## src/rtl/tcp_passive_open_connection_engine_assert.svh

```systemverilog
// Assertion macros for the connection engine
`ifndef TCP_PASSIVE_OPEN_CONNECTION_ENGINE_ASSERT_SVH
`define TCP_PASSIVE_OPEN_CONNECTION_ENGINE_ASSERT_SVH
`ifndef SYNTH
`define TPOCE_ASSERT_IMPL(label, clk, rst_n, ante, cons) \
    label: assert property (@(posedge clk) disable iff (!rst_n) (ante) |-> (cons)) \
        else $error("assertion failed");
`define TPOCE_ASSERT_NEXT(label, clk, rst_n, ante, cons) \
    label: assert property (@(posedge clk) disable iff (!rst_n) (ante) |=> (cons)) \
        else $error("assertion failed");
`else
`define TPOCE_ASSERT_IMPL(label, clk, rst_n, ante, cons)
`define TPOCE_ASSERT_NEXT(label, clk, rst_n, ante, cons)
`endif
`endif

```

## src/rtl/tpoce_pkg.sv

```systemverilog
package tpoce_pkg;
    localparam int CONN_ENTRIES_DEF = 16;
    localparam int RX_WINDOW_DEF    = 14600;

    localparam logic [2:0] RC_OK       = 3'd0;
    localparam logic [2:0] RC_BAD_CSUM = 3'd1;
    localparam logic [2:0] RC_NO_CONN  = 3'd2;
    localparam logic [2:0] RC_IGNORED  = 3'd3;
    localparam logic [2:0] RC_SEQ_MISM = 3'd4;
    localparam logic [2:0] RC_FULL     = 3'd5;
    localparam logic [2:0] RC_NO_ACC   = 3'd6;
    localparam logic [2:0] RC_BAD_LEN  = 3'd7;

    localparam logic [7:0] FLAGS_SYNACK = 8'h12;
    localparam logic [7:0] FLAGS_ACK    = 8'h10;
    localparam int FLAG_SYN_BIT = 1;
    localparam int FLAG_PSH_BIT = 3;
    localparam int FLAG_ACK_BIT = 4;

    localparam logic [1:0] REG_LISTEN_PORT = 2'd0;
    localparam logic [1:0] REG_LISTEN_EN   = 2'd1;
    localparam logic [1:0] REG_INIT_SEQ    = 2'd2;

    typedef struct packed {
        logic        req_type;
        logic [31:0] src_ip;
        logic [31:0] dst_ip;
        logic [15:0] sport;
        logic [15:0] dport;
        logic [31:0] seg_seq;
        logic [31:0] seg_ack;
        logic [7:0]  seg_flags;
        logic [15:0] ip_total_length;
        logic [3:0]  header_words;
        logic        checksum_ok;
    } t_req;

    typedef struct packed {
        logic [2:0]  result_code;
        logic        reply_valid;
        logic [31:0] reply_src_ip;
        logic [31:0] reply_dst_ip;
        logic [15:0] reply_src_port;
        logic [15:0] reply_dst_port;
        logic [31:0] reply_seq;
        logic [31:0] reply_ack;
        logic [7:0]  reply_flags;
        logic [3:0]  conn_index;
    } t_rsp;

    // controller -> datapath
    typedef struct packed {
        logic load;     // capture request, start search
        logic read;     // read slot record
        logic execute;  // decide, update, build result
    } t_cmd;

    // datapath -> controller
    typedef struct packed {
        logic done;
    } t_sts;
endpackage

```

## src/rtl/tpoce_if.sv

```systemverilog
interface tpoce_req_if;
    logic              valid;
    logic              ready;
    tpoce_pkg::t_req   data;
    modport source (output valid, output data, input ready);
    modport sink   (input valid, input data, output ready);
endinterface

```

## src/rtl/tpoce_rsp_if.sv

```systemverilog
interface tpoce_rsp_if;
    logic              valid;
    logic              ready;
    tpoce_pkg::t_rsp   data;
    modport source (output valid, output data, input ready);
    modport sink   (input valid, input data, output ready);
endinterface

```

## src/rtl/tpoce_ram.sv

```systemverilog
module tpoce_ram #(
    parameter int WIDTH = 8,
    parameter int DEPTH = 16
) (
    input  logic                     i_clk,
    input  logic                     i_we,
    input  logic [$clog2(DEPTH)-1:0] i_waddr,
    input  logic [WIDTH-1:0]         i_wdata,
    input  logic [$clog2(DEPTH)-1:0] i_raddr,
    output logic [WIDTH-1:0]         o_rdata
);
    logic [WIDTH-1:0] r_mem [DEPTH];
    logic [WIDTH-1:0] r_rdata;

    always_ff @(posedge i_clk) begin
        if (i_we) begin
            r_mem[i_waddr] <= i_wdata;
        end
        r_rdata <= r_mem[i_raddr];
    end

    assign o_rdata = r_rdata;
endmodule

```

## src/rtl/tpoce_ctrl.sv

```systemverilog
`include "tcp_passive_open_connection_engine_assert.svh"
module tpoce_ctrl (
    input  logic              i_clk,
    input  logic              i_rst_n,
    input  logic              i_in_valid,
    output logic              o_in_ready,
    output logic              o_out_valid,
    input  logic              i_out_ready,
    output tpoce_pkg::t_cmd   o_cmd,
    input  tpoce_pkg::t_sts   i_sts
);
    localparam logic [2:0] S_IDLE   = 3'd0;
    localparam logic [2:0] S_SEARCH = 3'd1;
    localparam logic [2:0] S_READ   = 3'd2;
    localparam logic [2:0] S_EXEC   = 3'd3;
    localparam logic [2:0] S_OUT    = 3'd4;

    logic [2:0] r_state, n_state;

    always_comb begin
        n_state = r_state;
        o_cmd   = '0;
        unique case (r_state)
            S_IDLE: begin
                if (i_in_valid) begin
                    o_cmd.load = 1'b1;
                    n_state    = S_SEARCH;
                end
            end
            S_SEARCH: begin
                if (i_sts.done) begin
                    n_state = S_READ;
                end
            end
            S_READ: begin
                o_cmd.read = 1'b1;
                n_state    = S_EXEC;
            end
            S_EXEC: begin
                o_cmd.execute = 1'b1;
                n_state       = S_OUT;
            end
            S_OUT: begin
                if (i_out_ready) begin
                    n_state = S_IDLE;
                end
            end
            default: n_state = S_IDLE;
        endcase
    end

    always_ff @(posedge i_clk) begin
        if (!i_rst_n) begin
            r_state <= S_IDLE;
        end else begin
            r_state <= n_state;
        end
    end

    assign o_in_ready  = (r_state == S_IDLE);
    assign o_out_valid = (r_state == S_OUT);

    `TPOCE_ASSERT_NEXT(a_load_to_search, i_clk, i_rst_n, o_cmd.load, r_state == S_SEARCH)
    `TPOCE_ASSERT_NEXT(a_exec_to_out, i_clk, i_rst_n, o_cmd.execute, o_out_valid)
    `TPOCE_ASSERT_IMPL(a_no_overlap, i_clk, i_rst_n, o_out_valid, !o_in_ready)
endmodule

```

## src/rtl/tpoce_dp.sv

```systemverilog
`include "tcp_passive_open_connection_engine_assert.svh"
module tpoce_dp #(
    parameter int CONN_ENTRIES = tpoce_pkg::CONN_ENTRIES_DEF
) (
    input  logic              i_clk,
    input  logic              i_rst_n,
    input  tpoce_pkg::t_cmd   i_cmd,
    output tpoce_pkg::t_sts   o_sts,
    input  tpoce_pkg::t_req   i_req,
    output tpoce_pkg::t_rsp   o_rsp,
    input  logic [15:0]       i_listen_port,
    input  logic              i_listen_enable,
    input  logic [31:0]       i_init_seq
);
    localparam int IW = (CONN_ENTRIES > 1) ? $clog2(CONN_ENTRIES) : 1;
    localparam int CW = $clog2(CONN_ENTRIES + 1);
    localparam int RECW = 32 + 32 + 16 + 16 + 32 + 32;

    tpoce_pkg::t_req r_req;
    tpoce_pkg::t_rsp r_rsp;

    logic [CONN_ENTRIES-1:0] r_valid;
    logic [CONN_ENTRIES-1:0] r_phase;
    logic [CONN_ENTRIES-1:0] r_acc;

    // tuple store: one entry compared per cycle in the search
    logic [CW-1:0] r_scan;
    logic          r_busy;
    logic          r_found;
    logic [IW-1:0] r_hit;
    logic          r_free_found;
    logic [IW-1:0] r_free;
    logic          r_acc_found;
    logic [IW-1:0] r_acc_idx;

    logic [IW-1:0] scan_idx;
    logic [IW-1:0] slot;
    logic [95:0]   tup_rd;
    logic [95:0]   tup_wr;
    logic          tup_we;
    logic [IW-1:0] tup_waddr;
    logic [RECW-1:0] rec_rd;
    logic [RECW-1:0] rec_wr;
    logic          rec_we;
    logic [IW-1:0] rec_waddr;
    logic          r_cmp_v;
    logic [IW-1:0] r_cmp_idx;

    assign scan_idx = r_scan[IW-1:0];
    assign slot     = r_found ? r_hit : r_free;

    tpoce_ram #(.WIDTH(96), .DEPTH(CONN_ENTRIES)) u_tup (
        .i_clk(i_clk), .i_we(tup_we), .i_waddr(tup_waddr), .i_wdata(tup_wr),
        .i_raddr(scan_idx), .o_rdata(tup_rd)
    );

    tpoce_ram #(.WIDTH(RECW), .DEPTH(CONN_ENTRIES)) u_rec (
        .i_clk(i_clk), .i_we(rec_we), .i_waddr(rec_waddr), .i_wdata(rec_wr),
        .i_raddr(slot), .o_rdata(rec_rd)
    );

    logic        listening;
    logic [31:0] rec_lip, rec_rip, rec_sseq, rec_rack;
    logic [15:0] rec_lport, rec_rport;
    logic [17:0] hdr_bytes;
    logic [17:0] tot_ext;
    logic [31:0] pay_len;
    logic        bad_len;
    logic        tuple_eq;

    assign listening = i_listen_enable && (r_req.dport == i_listen_port);
    assign {rec_lip, rec_rip, rec_lport, rec_rport, rec_sseq, rec_rack} = rec_rd;
    assign hdr_bytes = 18'd20 + {12'd0, r_req.header_words, 2'b00};
    assign tot_ext   = {2'b00, r_req.ip_total_length};
    assign bad_len   = (r_req.header_words < 4'd5) || (tot_ext < hdr_bytes);
    assign pay_len   = {14'd0, tot_ext - hdr_bytes};
    assign tuple_eq  = (tup_rd == {r_req.src_ip, r_req.dst_ip, r_req.sport,
                                   r_req.dport});

    always_ff @(posedge i_clk) begin
        if (i_cmd.load) begin
            r_req <= i_req;
        end
    end

    // search over the table, one slot per cycle, pipelined by the RAM read
    always_ff @(posedge i_clk) begin
        if (!i_rst_n) begin
            r_busy  <= 1'b0;
            r_cmp_v <= 1'b0;
        end else if (i_cmd.load) begin
            r_busy       <= 1'b1;
            r_scan       <= '0;
            r_cmp_v      <= 1'b0;
            r_found      <= 1'b0;
            r_free_found <= 1'b0;
            r_acc_found  <= 1'b0;
            r_hit        <= '0;
            r_free       <= '0;
            r_acc_idx    <= '0;
        end else if (r_busy) begin
            r_cmp_v   <= (r_scan < CW'(CONN_ENTRIES));
            r_cmp_idx <= scan_idx;
            if (r_scan < CW'(CONN_ENTRIES)) begin
                r_scan <= r_scan + 1'b1;
                if (!r_free_found && !r_valid[scan_idx]) begin
                    r_free_found <= 1'b1;
                    r_free       <= scan_idx;
                end
                if (!r_acc_found && r_valid[scan_idx] && r_phase[scan_idx]
                    && !r_acc[scan_idx]) begin
                    r_acc_found <= 1'b1;
                    r_acc_idx   <= scan_idx;
                end
            end
            if (r_cmp_v && !r_found && r_valid[r_cmp_idx] && tuple_eq) begin
                r_found <= 1'b1;
                r_hit   <= r_cmp_idx;
            end
            if (!r_cmp_v && r_scan == CW'(CONN_ENTRIES)) begin
                r_busy <= 1'b0;
            end
        end else begin
            r_cmp_v <= 1'b0;
        end
    end

    assign o_sts.done = r_busy && !r_cmp_v && (r_scan == CW'(CONN_ENTRIES));

    logic [CONN_ENTRIES-1:0] n_valid, n_phase, n_acc;
    tpoce_pkg::t_rsp n_rsp;

    always_comb begin
        n_valid   = r_valid;
        n_phase   = r_phase;
        n_acc     = r_acc;
        n_rsp     = '0;
        tup_we    = 1'b0;
        tup_waddr = slot;
        tup_wr    = {r_req.src_ip, r_req.dst_ip, r_req.sport, r_req.dport};
        rec_we    = 1'b0;
        rec_waddr = slot;
        rec_wr    = rec_rd;
        if (r_req.req_type) begin
            if (r_acc_found) begin
                n_acc[r_acc_idx] = 1'b1;
                n_rsp.result_code = tpoce_pkg::RC_OK;
                n_rsp.conn_index  = 4'(r_acc_idx);
            end else begin
                n_rsp.result_code = tpoce_pkg::RC_NO_ACC;
            end
        end else if (!r_req.checksum_ok) begin
            n_rsp.result_code = tpoce_pkg::RC_BAD_CSUM;
        end else if (!r_found) begin
            if (!listening) begin
                n_rsp.result_code = tpoce_pkg::RC_NO_CONN;
            end else if (!r_req.seg_flags[tpoce_pkg::FLAG_SYN_BIT]) begin
                n_rsp.result_code = tpoce_pkg::RC_IGNORED;
            end else if (!r_free_found) begin
                n_rsp.result_code = tpoce_pkg::RC_FULL;
            end else begin
                n_valid[r_free] = 1'b1;
                n_phase[r_free] = 1'b0;
                n_acc[r_free]   = 1'b0;
                tup_we = 1'b1;
                rec_we = 1'b1;
                rec_wr = {r_req.dst_ip, r_req.src_ip, r_req.dport, r_req.sport,
                          i_init_seq, r_req.seg_seq + 32'd1};
                n_rsp.result_code    = tpoce_pkg::RC_OK;
                n_rsp.reply_valid    = 1'b1;
                n_rsp.reply_src_ip   = r_req.dst_ip;
                n_rsp.reply_dst_ip   = r_req.src_ip;
                n_rsp.reply_src_port = r_req.dport;
                n_rsp.reply_dst_port = r_req.sport;
                n_rsp.reply_seq      = i_init_seq;
                n_rsp.reply_ack      = r_req.seg_seq + 32'd1;
                n_rsp.reply_flags    = tpoce_pkg::FLAGS_SYNACK;
                n_rsp.conn_index     = 4'(r_free);
            end
        end else begin
            n_rsp.conn_index = 4'(r_hit);
            if (!r_phase[r_hit]) begin
                if (!r_req.seg_flags[tpoce_pkg::FLAG_ACK_BIT]) begin
                    n_rsp.result_code = tpoce_pkg::RC_IGNORED;
                end else if (r_req.seg_seq != rec_rack) begin
                    n_rsp.result_code = tpoce_pkg::RC_SEQ_MISM;
                end else if (!listening) begin
                    n_rsp.result_code = tpoce_pkg::RC_NO_CONN;
                end else begin
                    n_phase[r_hit] = 1'b1;
                    n_rsp.result_code = tpoce_pkg::RC_OK;
                end
            end else begin
                if (r_req.seg_seq != rec_rack) begin
                    n_rsp.result_code = tpoce_pkg::RC_SEQ_MISM;
                end else if (!r_req.seg_flags[tpoce_pkg::FLAG_PSH_BIT]) begin
                    n_rsp.result_code = tpoce_pkg::RC_IGNORED;
                end else if (bad_len) begin
                    n_rsp.result_code = tpoce_pkg::RC_BAD_LEN;
                end else begin
                    rec_we = 1'b1;
                    rec_wr = {rec_lip, rec_rip, rec_lport, rec_rport, r_req.seg_ack,
                              rec_rack + pay_len};
                    n_rsp.result_code    = tpoce_pkg::RC_OK;
                    n_rsp.reply_valid    = 1'b1;
                    n_rsp.reply_src_ip   = rec_lip;
                    n_rsp.reply_dst_ip   = rec_rip;
                    n_rsp.reply_src_port = rec_lport;
                    n_rsp.reply_dst_port = rec_rport;
                    n_rsp.reply_seq      = r_req.seg_ack;
                    n_rsp.reply_ack      = rec_rack + pay_len;
                    n_rsp.reply_flags    = tpoce_pkg::FLAGS_ACK;
                end
            end
        end
        if (!i_cmd.execute) begin
            tup_we = 1'b0;
            rec_we = 1'b0;
        end
    end

    always_ff @(posedge i_clk) begin
        if (!i_rst_n) begin
            r_valid <= '0;
            r_acc   <= '0;
        end else if (i_cmd.execute) begin
            r_valid <= n_valid;
            r_acc   <= n_acc;
        end
    end

    always_ff @(posedge i_clk) begin
        if (i_cmd.execute) begin
            r_phase <= n_phase;
            r_rsp   <= n_rsp;
        end
    end

    assign o_rsp = r_rsp;

    `TPOCE_ASSERT_NEXT(a_valid_grows, i_clk, i_rst_n, 1'b1,
        (r_valid & $past(r_valid)) == $past(r_valid))
    `TPOCE_ASSERT_IMPL(a_acc_only_valid, i_clk, i_rst_n, 1'b1, (r_acc & ~r_valid) == '0)
    `TPOCE_ASSERT_IMPL(a_no_load_busy, i_clk, i_rst_n, r_busy, !i_cmd.execute)
endmodule

```

## src/rtl/tcp_passive_open_connection_engine.sv

```systemverilog
// TCP passive-open connection engine.
// Channels: req (segment header or accept request) and rsp (one result per
// request), each a valid/ready interface; a transfer happens when both are high.
// Configuration: i_cfg_we / i_cfg_index / i_cfg_data; index 0 listen port,
// 1 listen enable, 2 initial send sequence. Write only while idle.
// One request at a time. From request transfer to rsp valid, the table
// search reads one tuple entry per cycle from the tuple RAM, then the slot
// record is read, and then the result is decided and written back.
// Reset clears the slot valid and accepted flags; the tuple and record RAMs
// hold no reset value and their contents are used only for valid slots.
// While rsp is stalled the result holds and req stays not ready.
// RX_WINDOW is the advertised window of the encoded reply, which is built
// downstream.
module tcp_passive_open_connection_engine #(
    parameter int CONN_ENTRIES = tpoce_pkg::CONN_ENTRIES_DEF,
    parameter int RX_WINDOW    = tpoce_pkg::RX_WINDOW_DEF
) (
    input  logic        i_clk,
    input  logic        i_rst_n,
    tpoce_req_if.sink   req,
    tpoce_rsp_if.source rsp,
    input  logic        i_cfg_we,
    input  logic [1:0]  i_cfg_index,
    input  logic [31:0] i_cfg_data,
    output logic [15:0] o_rx_window
);
    tpoce_pkg::t_cmd cmd;
    tpoce_pkg::t_sts sts;

    logic [15:0] r_listen_port;
    logic        r_listen_en;
    logic [31:0] r_init_seq;

    assign o_rx_window = 16'(RX_WINDOW);

    always_ff @(posedge i_clk) begin
        if (!i_rst_n) begin
            r_listen_port <= '0;
            r_listen_en   <= 1'b0;
            r_init_seq    <= '0;
        end else if (i_cfg_we) begin
            unique case (i_cfg_index)
                tpoce_pkg::REG_LISTEN_PORT: r_listen_port <= i_cfg_data[15:0];
                tpoce_pkg::REG_LISTEN_EN:   r_listen_en   <= i_cfg_data[0];
                tpoce_pkg::REG_INIT_SEQ:    r_init_seq    <= i_cfg_data;
                default: ;
            endcase
        end
    end

    tpoce_ctrl u_ctrl (
        .i_clk(i_clk), .i_rst_n(i_rst_n),
        .i_in_valid(req.valid), .o_in_ready(req.ready),
        .o_out_valid(rsp.valid), .i_out_ready(rsp.ready),
        .o_cmd(cmd), .i_sts(sts)
    );

    tpoce_dp #(.CONN_ENTRIES(CONN_ENTRIES)) u_dp (
        .i_clk(i_clk), .i_rst_n(i_rst_n),
        .i_cmd(cmd), .o_sts(sts),
        .i_req(req.data), .o_rsp(rsp.data),
        .i_listen_port(r_listen_port), .i_listen_enable(r_listen_en),
        .i_init_seq(r_init_seq)
    );
endmodule

```

## src/flat_wrapper.sv

```systemverilog
// flat-port wrapper written by rule: the top's interface ports become plain ports
module tcp_passive_open_connection_engine_flat 
#(
    parameter int CONN_ENTRIES = tpoce_pkg::CONN_ENTRIES_DEF,
    parameter int RX_WINDOW    = tpoce_pkg::RX_WINDOW_DEF
)
  (i_clk, i_rst_n, i_cfg_we, i_cfg_index, i_cfg_data, o_rx_window, req_valid, req_data, req_ready, rsp_valid, rsp_data, rsp_ready);
  tpoce_req_if req_i ();
  tpoce_rsp_if rsp_i ();
  input  logic i_clk;
  input  logic i_rst_n;
  input  logic i_cfg_we;
  input  logic [1:0] i_cfg_index;
  input  logic [31:0] i_cfg_data;
  output logic [15:0] o_rx_window;
  input wire logic [$bits(req_i.valid)-1:0] req_valid;
  input wire logic [$bits(req_i.data)-1:0] req_data;
  output wire logic [$bits(req_i.ready)-1:0] req_ready;
  output wire logic [$bits(rsp_i.valid)-1:0] rsp_valid;
  output wire logic [$bits(rsp_i.data)-1:0] rsp_data;
  input wire logic [$bits(rsp_i.ready)-1:0] rsp_ready;
  assign req_i.valid = req_valid;
  assign req_i.data = req_data;
  assign req_ready = req_i.ready;
  assign rsp_valid = rsp_i.valid;
  assign rsp_data = rsp_i.data;
  assign rsp_i.ready = rsp_ready;
  tcp_passive_open_connection_engine #(.CONN_ENTRIES(CONN_ENTRIES), .RX_WINDOW(RX_WINDOW)) u_core (.i_clk(i_clk), .i_rst_n(i_rst_n), .req(req_i), .rsp(rsp_i), .i_cfg_we(i_cfg_we), .i_cfg_index(i_cfg_index), .i_cfg_data(i_cfg_data), .o_rx_window(o_rx_window));
endmodule
```

## config.mk

```make
export PLATFORM = sky130hd
export DESIGN_NAME = tcp_passive_open_connection_engine_flat
export DESIGN_NICKNAME = d
export VERILOG_FILES = /design/src/rtl/tpoce_pkg.sv /design/src/rtl/tpoce_if.sv /design/src/rtl/tpoce_rsp_if.sv /design/src/rtl/tpoce_ram.sv /design/src/rtl/tpoce_ctrl.sv /design/src/rtl/tpoce_dp.sv /design/src/rtl/tcp_passive_open_connection_engine.sv /design/src/flat_wrapper.sv
export VERILOG_INCLUDE_DIRS = /design/src /design/src/rtl
export SDC_FILE = /design/constraint.sdc
export NUM_CORES = 2
export LEC_CHECK = 0
export BUFFER_PORTS_ARGS = -buffer_cell sky130_fd_sc_hd__buf_2
export CELL_PAD_IN_SITES_DETAIL_PLACEMENT = 0
export CELL_PAD_IN_SITES_GLOBAL_PLACEMENT = 1
export CORE_MARGIN = 3
export CORE_UTILIZATION = 59
export DETAILED_ROUTE_END_ITERATION = 10
export PLACE_DENSITY_LB_ADDON = 0.1
export SYNTH_ARGS = -nofsm -noshare
export SYNTH_HDL_FRONTEND = slang
export SYNTH_SLANG_ARGS = --single-unit
```

## constraint.sdc

```tcl
create_clock -name i_clk -period 34.6 [get_ports i_clk]
set_input_delay 6.92 -clock i_clk [delete_from_list [all_inputs] [get_ports i_clk]]
set_output_delay 6.92 -clock i_clk [all_outputs]
set_load 0.005 [all_outputs]
```

; Word-level counts from Yosys, hierarchy flattened
; Memories as Yosys holds them, arrays and structs flattened. A register that Yosys moved wholly into a read port is not among the register bits.
; Cells that the tools add are included.
[totals]
regBits = 489
mem_bits_rw = 4096
input_bits = 229
out_inout_bits = 194
wordCells = 249
mem_count = 2
[op_classes]
addsub = 5
n_lt_le_gt_ge = 11
n_eq_ne = 18
mux = 113
bitwise_logic = 12
reduce_logical = 50
[memory_table]
columns = memory, words, width, read_ports, rd_clocked_by_memory_dff, write_ports, line
row1 = u_core.u_dp.u_rec.r_mem, 16, 160, 1, 1, 1, tpoce_ram.sv:12  ; logic [WIDTH-1:0] r_mem [DEPTH];
row2 = u_core.u_dp.u_tup.r_mem, 16, 96, 1, 1, 1, tpoce_ram.sv:12
[op_table]
columns = cell, count
row1 = two-way mux 160 bit, 6
row2 = two-way mux 169 bit, 4
row3 = two-way mux 173 bit, 3
row4 = two-way mux 64 bit, 4
row5 = two-way mux 16 bit, 15
row6 = two-way mux 176 bit, 1
row7 = == test 96 bit, 1
row8 = two-way mux 4 bit, 12
row9 = OR 16 bit, 3
row10 = two-way mux 3 bit, 15
row11 = two-way mux 1 bit, 41
row12 = adder 32 x 1 -> 32 bit (second input constant), 1
row13 = adder 32 x 18 -> 32 bit, 1
row14 = bitwise AND 16 bit, 2
row15 = != test 32 bit, 1
row16 = less-than comparator 4 x 5 -> 1 bit (second input constant), 5
row17 = nonzero test 2 bit, 12
row18 = binary-select mux 1 bit (select 4 bit), 5
row19 = subtractor 16 x 7 -> 17 bit, 1
row20 = == test 16 bit, 1
row21 = less-than comparator 16 x 7 -> 1 bit, 1
row22 = inverter 16 bit, 1
row23 = case mux 3 bit (5 select lines), 1
row24 = logical AND 1 bit, 14
row25 = other kinds (29), 58

; Longest topological paths before layout
[logic_depth]
word_depth = 13
ltp_mapped = 20

; Modules after synthesis
; From an unflattened synthesis, not the netlist that was laid out.
[unflattened]
cells_unflattened = 8840
hier_area_um2 = 182677.7
[modules_own_cells]
columns = mod, n_inst, cells_each, area_per_inst_um2
row1 = tpoce_ram (u_core.u_dp.u_rec), 1, 4191, 99300.2
row2 = tpoce_ram (u_core.u_dp.u_tup), 1, 2460, 59355.7
row3 = tpoce_dp, 1, 1951, 21760.9
row4 = tcp_passive_open_connection_engine, 1, 215, 2039.5
row5 = tpoce_ctrl, 1, 23, 221.5

; Worst setup path after synthesis
; OpenSTA, ideal clock, no wires.
[synth_timing]
kind = reg2reg
start = register u_core.u_ctrl.r_state[1]
end = memory u_core.u_dp.u_tup.r_mem[18][0], in the netlist u_core.u_dp.u_tup.r_mem[9][0] (enable)
setup_time_ns = 0.787
t_arrival_ns = 15.627
required_ns = 33.813
path_slack_ns = 18.186
stages_incl_launch_ff = 7
period_less_slack_ns = 16.414
path_cell_list = dfxtp_1 > clkbuf_1 > nand3_1 > inv_1 > clkbuf_1 > nand2_1 > nor4_1
[synth_via]
elab_chain_len = 5
[synth_rtl]
columns = element, line
row1 = from (decl), tpoce_ctrl.sv:18  ; logic [2:0] r_state, n_state;
row2 = from (signal assigned), tpoce_ctrl.sv:56  ; r_state <= n_state;
row3 = == test 3 x 2 -> 1 bit, tpoce_ctrl.sv:23  ; unique case (r_state)
row4 = two-way mux 1 bit, tpoce_ctrl.sv:23
row5 = two-way mux 1 bit, tpoce_dp.sv:216  ; if (!i_cmd.execute) begin
row6 = two-way mux 1 bit, tpoce_ram.sv:16  ; if (i_we) begin
row7 = two-way mux 1 bit (implied by the code), tpoce_ram.sv:17  ; r_mem[i_waddr] <= i_wdata;
row8 = to (decl), tpoce_ram.sv:12
; Every way passes these cells.

; Worst setup path in the final report
[layout_timing]
start = input i_rst_n
end = register u_core.u_dp.r_hit[0] (enable)
[layout_via]
elab_chain_len = 1
[layout_rtl]
columns = element, line
row1 = from (decl), flat_wrapper.sv:11  ; input logic i_rst_n;
row2 = AND reduction 3 bit (no line), -
row3 = to (signal assigned), tpoce_dp.sv:118  ; r_hit <= r_cmp_idx;
row4 = to (decl), tpoce_dp.sv:30  ; logic [IW-1:0] r_hit;
; Every way passes these cells.
; A chain may end at the register's enable or synchronous reset.

==> impl_metrics.py <==
metrics = {
    "synth": {
        "ys_seq_elements": 4288,
        "synthCells": 8098,
        "synth_edf_count": 3978,
        "synth.yosys.seq_area_share_pct": 77.0,
        "yosysWarnings": 0,
        "yosys.area.top_type_share_pct": 73.2,
        "synth_area_um2": 163000,
        "synth_flop_cell": "edfxtp_1",
        "synth_area_per_cell_um2": 20.2,
        "synth.distinct_cells": 70,
        "yosys-top-cells-area": "edfxtp_1 (73%), mux4_2 (14%), dfxtp_1 (3.8%), nand2_1 (2.2%), xnor2_1 (0.70%)",
        "async_flop_share_pct": 0,
        "yosysTopAreaCell": "edfxtp_1",
    },
    "clock_network": {
        "clk_latency_ps": 950,
        "post-cts-setup-buffers": 0,
        "cts_hold_buf": 0,
        "cts_resized": 0,
        "cts.path.max_buffers": 4,
        "cts_tree": "done",
        "cts_inserted_buffers": 421,
        "clkTransAtPathRegs_ps": 60,
        "htree_num_levels": 5,
        "numClockSinks": 4288,
        "clock-root-buffer": "clkbuf_16",
    },
    "sta": {
        "rsz0062_at_grt": "false",
        "worst_slew_pin_slew_ps": 1220,
        "finalSetupViolCount": 0,
        "fin_setup_tns_ps": 0,
        "drv_slew": 0,
        "holdWs_ps": 466,
        "hold_viol_final": 0,
        "period_minus_slack_ps": 9520,
        "fin_crit_sh_pct": 27.5,
        "fmax_ghz": 0.105,
        "skew_ps": 37.0,
        "max_slew_margin_pct": 18.7,
    },
    "global_routing": {
        "antenna_found_initial": 30,
        "overflow": 0,
        "use_met1_pct": 42.1,
        "grt_max_degree": 148,
        "use_met2_pct": 48.0,
        "grtUsageMet3_pct": 4.66,
        "grt_pass1_vias": 83500,
        "grt_first_pass_wirelength_um": 604000,
        "gr-usage-all-layers_pct": 29.8,
        "grt_busiest_layer": "met2",
    },
    "die": {
        "rows": 192,
        "core_um2": 274000,
        "ioPinCount": 423,
        "die_h_um": 532,
        "start_util_pct": 59.5,
        "die_w_um": 532,
        "die-area_um2": 283000,
    },
    "setup_path": {
        "critPathMaxFanout": 51,
        "path_class": "in -> reg",
        "slowest_stage": "o21ai_0",
        "rrSetupSlack_ps": 27680,
        "r2r-start": "u_core.u_dp.r_req[100]",
        "endpoint_kind": "register",
        "worstPathRequired_ps": 35150,
        "start_kind": "input pin",
        "rr_endpoint": "u_core.u_dp.u_rec.r_mem[8][128]",
        "critPathArrivalTime_ps": 10070,
        "rr_worst_depth": 11,
        "critPathMaxStageDelay_ps": 750,
        "crit_top_cell": "nand4_1",
        "cp_cell_sequence": "buf_4, nand2_1, o21bai_1, a221oi_1, nand4_1, nor4_1, nand4_1, o21ai_0",
    },
    "route": {
        "dr.first_iter.drc_count": 10600,
        "ant_nets": 0,
        "viasPerCell": 6.48,
        "post_drt_wl_per_cell_um": 33.0,
        "drc": 0,
        "totalWireLength_um": 423000,
        "first_pass_iters": 7,
        "num_vias": 82800,
    },
    "run": {
        "maxCapViolations": 0,
    },
    "cells_and_area": {
        "syn_to_final_growth_pct": 12.9,
        "fin_nets": 8982,
        "drive_above_1_share_pct": 25.5,
    },
    "min_path": {
        "min_from": "u_core.r_init_seq[12]",
        "whs_endpoint": "u_core.r_init_seq[12]",
        "hold-path-cell-count": 2,
        "hold_class": "reg -> reg",
    },
    "pwr": {
        "power_mw": 10.9,
        "p_leak_nw": 59.5,
        "ir_worst_vdd_mv": 0.0480,
        "p_per_area_nw_per_um2": 59.3,
    },
    "placed_design": {
        "hpwl_um": 228000,
        "gp_congestion": 0.860,
        "port-buffer-count": 395,
    },
    "outcome": {
        "outcome": "finished, final reports clean",
    },
}
-- cell usage in the layout (no fill, tap or decap), drive strengths merged, types with 13 or more instances in the layout --
cell type / instances
o21ai: 128
o22ai: 22
nor3: 19
clkinvlp: 15
a31oi: 138
nor3b: 13
nand3: 55
clkinv: 149
clkbuf: 580
buf: 623
xnor2: 131
dfxtp: 310
nor2: 83
nand2: 961
a21o: 29
a21oi: 53
nor4: 20
edfxtp: 3978
xor2: 44
and2: 17
nand4: 41
nor2b: 16
diode: 13
bufinv: 34
a21boi: 57
mux4: 1005
ha: 29
o21a: 21
inv: 101
and3: 145
a22o: 115
conb: 22
-- cells by family (layout without fill, tap and decap cells) --
family,after synthesis,after routing,share of synthesized area (%)
buffers and inverters,531,1502,1.38
other,2,35,0.00460
and+or+nand+nor,1409,1409,3.79
DFF,4288,4288,77.0
adders and majority gates,31,31,0.247
AOI/OAI and AO/OA,646,646,2.71
muxes,1016,1016,13.9
xor gates and xnor gates,175,175,0.939
-- area by class of cell --
cell class	count	area, µm²
inverters	89	357
clock inverters	210	2110
well taps	3686	4610
clock buffers	580	11800
flip-flops and latches	4288	126000
multi-input cells	3299	35700
fillers	17800	90100
repair buffers	623	3940
diodes	13	32.5
-- worst max path at each step --
stage                                               end  cells past startpoint                      from  slack [ps]
after global placement            u_core.u_dp.r_req[31]                      6                 req_valid       24200
after detailed placement         u_core.u_dp.r_req[177]                      6                 req_valid       24080
final                              u_core.u_dp.r_hit[0]                      8                   i_rst_n       25080
after global routing             u_core.u_dp.r_req[182]                      6                 req_valid       24950
after CTS                        u_core.u_dp.r_req[182]                      6                 req_valid       25100
after floorplan           u_core.u_dp.u_tup.r_mem[9][0]                      6  u_core.u_ctrl.r_state[1]       18190
-- routing by layer --
| layer | wire length, µm | vias to the layer above |
|---|---|---|
| met2 | 207000 | 3880 |
| li1 | - | 34100 |
| met1 | 165000 | 44100 |
| met4 | 17700 | 8 |
| met3 | 33600 | 735 |
| met5 | 53 | - |
-- cells in the mapped netlist, types with 44 or more instances --
| cell type | number |
|---|---|
| nor2_1 | 83 |
| dfxtp_1 | 310 |
| buf_2 | 92 |
| inv_1 | 88 |
| nand3_1 | 55 |
| clkbuf_1 | 261 |
| xnor2_1 | 131 |
| a21oi_1 | 53 |
| a21boi_0 | 57 |
| mux4_2 | 1005 |
| o21ai_0 | 124 |
| xor2_1 | 44 |
| and3_1 | 145 |
| buf_1 | 56 |
| edfxtp_1 | 3978 |
| a31oi_1 | 138 |
| a22o_1 | 115 |
| nand2_1 | 961 |
-- registers in the layout, summed over array words and instances, names as in the netlist, 32 cells and up --
signal / flops
u_core.u_dp.u_rec.r_mem: 2048
u_core.u_dp.u_tup.r_mem: 1536
u_core.u_dp.r_req: 185
u_core.u_dp.o_rsp: 169
u_core.u_dp.u_rec.o_rdata: 128
u_core.u_dp.u_tup.o_rdata: 96
u_core.r_init_seq: 32
-- power by group --
part	leakage (nW)	switching (mW)	internal (mW)
clock	6.80	1.92	2.64
sequential	38.1	0.0559	5.75
combinational	14.6	0.346	0.212
-- through the flow --
step / setup slack (ps) / std cells / utilization [%] / cell area [µm²]
floorplan: 18190 / 8118 / - / 163000
global placement: 24200 / 12000 / 62.1 / 170000
detailed placement: 24080 / 12000 / 62.1 / 170000
CTS: 25100 / 12800 / 67.1 / 184000
global route: 24950 / 12800 / 67.1 / 184000
finish: 25080 / 12800 / 67.1 / 184000
-- critical path, delay by kind of cell --
| kind | cells | cell delay (ps) |
|---|---|---|
| buffers and inverters | 1 | 490 |
| AO/OA/AOI/OAI | 3 | 1280 |
| AND/OR/NAND/NOR | 4 | 1310 |
Note: power is estimated with default switching activity, not from simulation.
